File: src/sv/hbp_pkg.sv
`default_nettype none
// ----------------------------------------------------------------------------
// hbp_pkg: shared types and constants of the high-pass biquad front end
// Coefficient set, register indexes, fixed-point widths and the rounding and
// saturation helpers used by the datapath.
// ----------------------------------------------------------------------------
package hbp_pkg;

  localparam int unsigned SampleW = 16;
  localparam int unsigned CoefW   = 24;
  localparam int unsigned EmphW   = 21;
  localparam int unsigned CfgIdxW = 3;
  localparam int unsigned OpW     = 25;
  localparam int unsigned ProdW   = 2 * OpW;
  localparam int unsigned AccW    = 52;
  localparam int unsigned DelayW  = 48;

  typedef enum logic [CfgIdxW-1:0] {
    REG_B0   = 3'd0,
    REG_B1   = 3'd1,
    REG_B2   = 3'd2,
    REG_A1   = 3'd3,
    REG_A2   = 3'd4,
    REG_EMPH = 3'd5
  } reg_idx_e;

  localparam logic signed [CoefW-1:0] ResetB0   = 24'sd1042769;
  localparam logic signed [CoefW-1:0] ResetB1   = -24'sd2085537;
  localparam logic signed [CoefW-1:0] ResetB2   = 24'sd1042769;
  localparam logic signed [CoefW-1:0] ResetA1   = -24'sd2085505;
  localparam logic signed [CoefW-1:0] ResetA2   = 24'sd1036994;
  localparam logic        [EmphW-1:0] ResetEmph = 21'd713032;

  typedef struct packed {
    logic signed [CoefW-1:0] b0;
    logic signed [CoefW-1:0] b1;
    logic signed [CoefW-1:0] b2;
    logic signed [CoefW-1:0] a1;
    logic signed [CoefW-1:0] a2;
    logic        [EmphW-1:0] emph;
  } coef_set_t;

  // Round a Q40 value to Q20 (half toward plus infinity) and clamp to 24 bits.
  function automatic logic signed [CoefW-1:0] round_sat24(input logic signed [AccW-1:0] v);
    logic signed [AccW-1:0] t;
    logic signed [AccW-1:0] sh;
    logic signed [CoefW-1:0] r;
    t  = v + 52'sd524288;
    sh = t >>> 20;
    if (sh > 52'sd8388607) begin
      r = 24'sh7FFFFF;
    end else if (sh < -52'sd8388608) begin
      r = 24'sh800000;
    end else begin
      r = sh[CoefW-1:0];
    end
    return r;
  endfunction

  // Clamp an accumulator value to the 48-bit delay range.
  function automatic logic signed [DelayW-1:0] sat48(input logic signed [AccW-1:0] v);
    logic signed [DelayW-1:0] r;
    if (v > 52'sd140737488355327) begin
      r = {1'b0, {(DelayW-1){1'b1}}};
    end else if (v < -52'sd140737488355328) begin
      r = {1'b1, {(DelayW-1){1'b0}}};
    end else begin
      r = v[DelayW-1:0];
    end
    return r;
  endfunction

endpackage

`default_nettype wire

File: src/sv/hbp_cfg.sv
`default_nettype none
// ----------------------------------------------------------------------------
// hbp_cfg: coefficient register file
// Holds the five biquad coefficients and the pre-emphasis factor, written
// through a plain indexed write port. Writes to unknown indexes are dropped.
// ----------------------------------------------------------------------------
module hbp_cfg
  import hbp_pkg::*;
(
  input  wire logic               clk_i,
  input  wire logic               rst_ni,
  input  wire logic               cfg_we_i,
  input  wire logic [CfgIdxW-1:0] cfg_idx_i,
  input  wire logic [CoefW-1:0]   cfg_data_i,
  output coef_set_t               coef_o
);

  coef_set_t coef_q;

  always_ff @(posedge clk_i or negedge rst_ni) begin
    if (!rst_ni) begin
      coef_q.b0   <= ResetB0;
      coef_q.b1   <= ResetB1;
      coef_q.b2   <= ResetB2;
      coef_q.a1   <= ResetA1;
      coef_q.a2   <= ResetA2;
      coef_q.emph <= ResetEmph;
    end else if (cfg_we_i) begin
      case (cfg_idx_i)
        REG_B0:   coef_q.b0   <= cfg_data_i;
        REG_B1:   coef_q.b1   <= cfg_data_i;
        REG_B2:   coef_q.b2   <= cfg_data_i;
        REG_A1:   coef_q.a1   <= cfg_data_i;
        REG_A2:   coef_q.a2   <= cfg_data_i;
        REG_EMPH: coef_q.emph <= cfg_data_i[EmphW-1:0];
        default:  ;
      endcase
    end
  end

  assign coef_o = coef_q;

endmodule

`default_nettype wire

File: src/sv/hbp_mul.sv
`default_nettype none
// ----------------------------------------------------------------------------
// hbp_mul: shared signed multiplier
// One 25 x 25 signed multiplier with a registered product, time-shared by the
// sequencer for all six products of a sample.
// ----------------------------------------------------------------------------
module hbp_mul
  import hbp_pkg::*;
(
  input  wire logic                    clk_i,
  input  wire logic                    en_i,
  input  wire logic signed [OpW-1:0]   op_a_i,
  input  wire logic signed [OpW-1:0]   op_b_i,
  output logic signed [ProdW-1:0]      prod_o
);

  logic signed [ProdW-1:0] prod_q;

  always_ff @(posedge clk_i) begin
    if (en_i) begin
      prod_q <= op_a_i * op_b_i;
    end
  end

  assign prod_o = prod_q;

endmodule

`default_nettype wire

File: src/sv/highpass_biquad_preemphasis_core.sv
// Sequence: an accepted word steps through B0, F, A1, D1, B2, D2 and EMP to the output.
// Flow: a new word is taken only back in idle, as the six products share one
// multiplier under the sequencer; a finished result may wait in the output register
// while the next word is already taken.
// Reset: rst_ni clears the sequencer, output valid and filter state, and loads the
// default 20 Hz / 16 kHz coefficients.
`default_nettype none
// ----------------------------------------------------------------------------
// highpass_biquad_preemphasis_core: high-pass biquad with pre-emphasis
// Direct form II transposed biquad followed by a first-order pre-emphasis
// stage, computed on one shared multiplier and a 52-bit accumulator.
// ----------------------------------------------------------------------------
module highpass_biquad_preemphasis_core
  import hbp_pkg::*;
(
  input  wire logic                       clk_i,
  input  wire logic                       rst_ni,
  input  wire logic                       cfg_we_i,
  input  wire logic [CfgIdxW-1:0]         cfg_idx_i,
  input  wire logic [CoefW-1:0]           cfg_data_i,
  input  wire logic                       pcm_valid_i,
  output logic                            pcm_stall_o,
  input  wire logic signed [SampleW-1:0]  pcm_sample_i,
  output logic                            emph_valid_o,
  input  wire logic                       emph_stall_i,
  output logic signed [CoefW-1:0]         emphasized_sample_o
);

  typedef enum logic [2:0] {
    S_IDLE,
    S_B0,
    S_F,
    S_A1,
    S_D1,
    S_B2,
    S_D2,
    S_EMP
  } seq_e;

  seq_e                     state_q;
  coef_set_t                coef;
  logic signed [SampleW-1:0] sample_q;
  logic signed [CoefW-1:0]  f_q;
  logic signed [CoefW-1:0]  prev_q;
  logic signed [DelayW-1:0] d1_q;
  logic signed [DelayW-1:0] d2_q;
  logic signed [AccW-1:0]   acc_q;
  logic                     out_valid_q;
  logic signed [CoefW-1:0]  out_q;

  logic signed [OpW-1:0]    op_a;
  logic signed [OpW-1:0]    op_b;
  logic signed [ProdW-1:0]  prod;
  logic signed [AccW-1:0]   prod_ext;
  logic signed [OpW-1:0]    x_op;
  logic signed [OpW-1:0]    f_op;
  logic                     mul_en;
  logic                     out_free;
  logic                     accept;

  hbp_cfg u_cfg (
    .clk_i      (clk_i),
    .rst_ni     (rst_ni),
    .cfg_we_i   (cfg_we_i),
    .cfg_idx_i  (cfg_idx_i),
    .cfg_data_i (cfg_data_i),
    .coef_o     (coef)
  );

  hbp_mul u_mul (
    .clk_i  (clk_i),
    .en_i   (mul_en),
    .op_a_i (op_a),
    .op_b_i (op_b),
    .prod_o (prod)
  );

  assign pcm_stall_o = (state_q != S_IDLE);
  assign accept      = pcm_valid_i && (state_q == S_IDLE);
  assign out_free    = !out_valid_q || !emph_stall_i;
  assign mul_en      = (state_q != S_EMP);
  assign prod_ext    = AccW'(prod);

  // The sample enters the datapath as Q20, i.e. times 32.
  assign x_op = {{(OpW-SampleW-5){sample_q[SampleW-1]}}, sample_q, 5'd0};
  assign f_op = OpW'(f_q);

  always_comb begin
    op_a = OpW'(coef.b0);
    op_b = x_op;
    case (state_q)
      S_B0: begin
        op_a = OpW'(coef.b0);
        op_b = x_op;
      end
      S_F: begin
        op_a = OpW'(coef.b1);
        op_b = x_op;
      end
      S_A1: begin
        op_a = OpW'(coef.a1);
        op_b = f_op;
      end
      S_D1: begin
        op_a = OpW'(coef.b2);
        op_b = x_op;
      end
      S_B2: begin
        op_a = OpW'(coef.a2);
        op_b = f_op;
      end
      S_D2: begin
        // The emphasis factor is unsigned, so it is zero-extended.
        op_a = {{(OpW-EmphW){1'b0}}, coef.emph};
        op_b = OpW'(prev_q);
      end
      default: begin
        op_a = OpW'(coef.b0);
        op_b = x_op;
      end
    endcase
  end

  always_ff @(posedge clk_i or negedge rst_ni) begin
    if (!rst_ni) begin
      state_q     <= S_IDLE;
      out_valid_q <= 1'b0;
      d1_q        <= '0;
      d2_q        <= '0;
      prev_q      <= '0;
      sample_q    <= '0;
      f_q         <= '0;
      acc_q       <= '0;
      out_q       <= '0;
    end else begin
      if ((state_q == S_EMP) && out_free) begin
        out_valid_q <= 1'b1;
      end else if (out_valid_q && !emph_stall_i) begin
        out_valid_q <= 1'b0;
      end
      case (state_q)
        S_IDLE: begin
          if (accept) begin
            sample_q <= pcm_sample_i;
            state_q  <= S_B0;
          end
        end
        S_B0: state_q <= S_F;
        S_F: begin
          f_q     <= round_sat24(prod_ext + AccW'(d1_q));
          state_q <= S_A1;
        end
        S_A1: begin
          acc_q   <= prod_ext + AccW'(d2_q);
          state_q <= S_D1;
        end
        S_D1: begin
          d1_q    <= sat48(acc_q - prod_ext);
          state_q <= S_B2;
        end
        S_B2: begin
          acc_q   <= prod_ext;
          state_q <= S_D2;
        end
        S_D2: begin
          d2_q    <= sat48(acc_q - prod_ext);
          state_q <= S_EMP;
        end
        S_EMP: begin
          // Wait here until the output register can take the new result.
          if (out_free) begin
            out_q       <= round_sat24({{(AccW-CoefW-20){f_q[CoefW-1]}}, f_q, 20'd0}
                                       - prod_ext);
            prev_q      <= f_q;
            state_q     <= S_IDLE;
          end
        end
        default: state_q <= S_IDLE;
      endcase
    end
  end

  assign emph_valid_o        = out_valid_q;
  assign emphasized_sample_o = out_q;

endmodule

`default_nettype wire
File: config.mk
export PLATFORM = sky130hd
export DESIGN_NAME = highpass_biquad_preemphasis_core
export DESIGN_NICKNAME = d
export VERILOG_FILES = /design/src/sv/hbp_pkg.sv /design/src/sv/hbp_cfg.sv /design/src/sv/hbp_mul.sv /design/src/sv/highpass_biquad_preemphasis_core.sv
export SDC_FILE = /design/constraint.sdc
export NUM_CORES = 2
export LEC_CHECK = 0
export ABC_AREA = 1
export BUFFER_PORTS_ARGS = -buffer_cell sky130_fd_sc_hd__buf_4
export CORE_ASPECT_RATIO = 0.9
export CORE_MARGIN = 10
export CORE_UTILIZATION = 35
export CTS_BUF_LIST = sky130_fd_sc_hd__clkbuf_2 sky130_fd_sc_hd__clkbuf_4 sky130_fd_sc_hd__clkbuf_8
export DETAILED_ROUTE_END_ITERATION = 6
export PLACE_DENSITY = 0.61
export SYNTH_ARGS = -nofsm -noshare
export SYNTH_HDL_FRONTEND = slang
export SYNTH_SLANG_ARGS = --single-unit
export TNS_END_PERCENT = 5
File: constraint.sdc
create_clock -name clk_i -period 12.6 [get_ports clk_i]
set_input_delay 2.52 -clock clk_i [delete_from_list [all_inputs] [get_ports clk_i]]
set_output_delay 2.52 -clock clk_i [all_outputs]
set_load 0.01 [all_outputs]
==> flow_summary.toml <==
[logic_synthesis]
ys_ff_latch = 430
synth-edff-count = 50
netlist_area_mm2 = 0.05294
postSynthCellCount = 6948
synth.area.top_cells = "fa_1 (24%), dfrtp_1 (15%), nand2_1 (14%)"
synth-async-reset-ratio = 0.8837
synth_area_leader_cell = "fa_1"
yosysTopAreaCellShare = 0.2435
ys.flop_type = "dfrtp_1"
ys_types = 62
yosysSeqAreaShare = 0.2096
yosysMostFrequentCell = "nand2_1"
syn_avg_cell_area_um2 = 7.620
ys_top_cells_by_count = "nand2_1 (1920), inv_1 (1155), nor2_1 (732), fa_1 (644), ha_1 (373)"
yosys_warnings = 0
syn-num-nets = 8013

[timing]
relSlewSlack = 0.07556
hold_viol = 0
final-max-slew-violation-count = 0
fin_skew_ns = 0.1030
final.period_utilization = 0.8525
setup_viol = 0
worstMarginPinSlew_ns = 1.387
period_needed_ns = 10.74
rsz0062_at_grt = "false"
fin_tns_setup_ns = 0
max_freq_mhz = 93.09

[drt]
drt_iter0_markers = 4322
first_pass_iters = 7
drc = 9
antenna_left = 0
routed_via_density = 5.205
drt_wl_total_um = 198900
routedWlPerCell_um = 22.06
num_vias = 46950

[floorplanning]
placementRows = 135
start_util = 0.3522
die_area_mm2 = 0.1672
coreArea_mm2 = 0.1503
die_x_um = 430.0
pin_count = 74
die_h_um = 389.0

[placed_design]
gp_congestion = 1.007
placed_cell_area_mm2 = 0.05569
dp_hpwl_um = 162300
portBuffers = 73

[clocking]
cts.sinks = 430
post_cts.repair.setup_buffers = 0
numCtsBuffers = 79
cts-root-buf = "clkbuf_8"
hold_buffers = 0
cts_resized = 0
h-tree-depth = 3
clk_pin_slew_worst_paths_ns = 0.07
cts_buffer_depth = 3
cts_tree = "yes"
clock_latency_ns = 0.83

[final_layout]
drive_gt1_frac = 0.06360
final_area_mm2 = 0.05751
postLayoutCoreUtil = 0.3826
synthToLayoutAreaGrowth_pct = 8.631
final_nets = 8035

[flow_run]
drv_cap = 0

[grt]
grt_max_degree = 156
grt_pass1_vias = 47620
grt-ovfl-total = 0
grt_usage = 0.2346
antenna_found_initial = 4
grt_first_pass_wirelength_um = 299700

[status]
status = "finished with violations"
violations = "design-rule violations"

[setup_path]
path_class = "reg2reg"
worstSetupEndpointType = "flip-flop"
slowest_delay_ns = 1.05
critPathMaxFanout = 41
required_ns = 13.12
cpMaxStageDelayCell = "o21ai_2"
critPathLaunchType = "flip-flop"
arrival_ns = 11.26
crit_top_cell = "fa_1"

[worst_hold_path]
hold_path_class = "reg2reg"
## cells in the final DEF, fill, tap and decap left out, types with 29 or more instances in the layout
master and instances:
inv_1 1154, clkbuf_8 90, nor3_1 34, nand4_1 45
o21ai_0 342, o221ai_1 29, nand3_1 158, clkbuf_4 34
fa_1 644, o21bai_1 32, a21oi_1 348, dfrtp_1 310
edfxtp_1 50, a31oi_1 42, ha_1 373, dfstp_2 70
nand2_2 35, nand2_1 1916, nor2_1 730, buf_4 141
xor2_1 90, xnor2_1 86
## worst paths after layout
path	endpoint	depth (start not counted)	slack [ns]	startpoint
worst max-delay path	u_mul.prod_o[44]$_DFFE_PN_	34	1.86	state_q[0]$_DFFE_PN0P_
worst min-delay path	prev_q[12]$_DFFE_PN0P_	2	0.48	prev_q[12]$_DFFE_PN0P_
worst max register to register	u_mul.prod_o[44]$_DFFE_PN_	34	1.86	state_q[0]$_DFFE_PN0P_
worst min register to register	prev_q[12]$_DFFE_PN0P_	2	0.48	prev_q[12]$_DFFE_PN0P_
max in group asynchronous	u_cfg.coef_o[21]$_DFFE_PN0P_	3	8.65	rst_ni
min in group asynchronous	acc_q[2]$_DFFE_PN0N_	1	1.71	rst_ni
## metal layers
layer / global-route usage / wire (um) / vias to the layer above
met3: 0.03559 / 13990 / 349
met1: 0.3179 / 86710 / 23160
met5: 0 / 18 / -
met2: 0.3768 / 89560 / 1759
li1: - / - / 21680
met4: 0.08896 / 8664 / 2
## worst max-delay path: cells and delay by family, from the launching register on
kind	cells	cell delay, ns
adder cells (fa/ha/maj)	9	4.26
AO/OA/AOI/OAI	4	2.13
buffers and inverters	11	1.97
AND/OR/NAND/NOR	9	1.50
flip-flops	1	0.41
XOR/XNOR	1	0.11
## cell type report
class	count	area (um^2)
clock buffers	124	1494
multi-input cells	5140	36600
diodes	6	15.01
repair buffers	143	1094
well taps	1986	2485
fillers	15900	92820
inverters	1176	4415
clock inverters	15	311.5
flip-flops and latches	430	11100
## metrics by stage
stage	instances	setup WS, ns	hold WS (ns)
final	9020	1.858	0.4795
after global routing	9018	1.354	0.4958
after CTS	9014	1.882	0.4787
after detailed placement	8875	1.942	0.4647
after global placement	8875	2.105	0.4548
after floorplan	6948	4.856	0.4428
## kinds of logic (layout without fill, tap and decap cells)
| kind of cell | after synthesis | after routing | synth area share |
|---|---|---|---|
| buffers and inverters | 1378 | 1458 | 0.1002 |
| XOR/XNOR | 177 | 177 | 0.02942 |
| AND/OR/NAND/NOR | 2963 | 2963 | 0.2210 |
| AO/OA/AOI/OAI | 967 | 967 | 0.1047 |
| multiplexers | 16 | 16 | 0.003403 |
| other | 0 | 6 | 0 |
| flip-flops | 430 | 430 | 0.2096 |
| adder cells (fa/ha/maj) | 1017 | 1017 | 0.3317 |
## flip-flops by register name, indices dropped and copies added, names as in the netlist, 16 cells and up
register and flops:
f_q 24, d2_q 48, u_cfg.coef_o 141, acc_q 51, d1_q 48, prev_q 24
u_mul.prod_o 50, emphasized_sample_o 24, sample_q 16
Power is not shown: default switching activity piles up to over one toggle a cycle in this logic, so the estimate is an artifact.
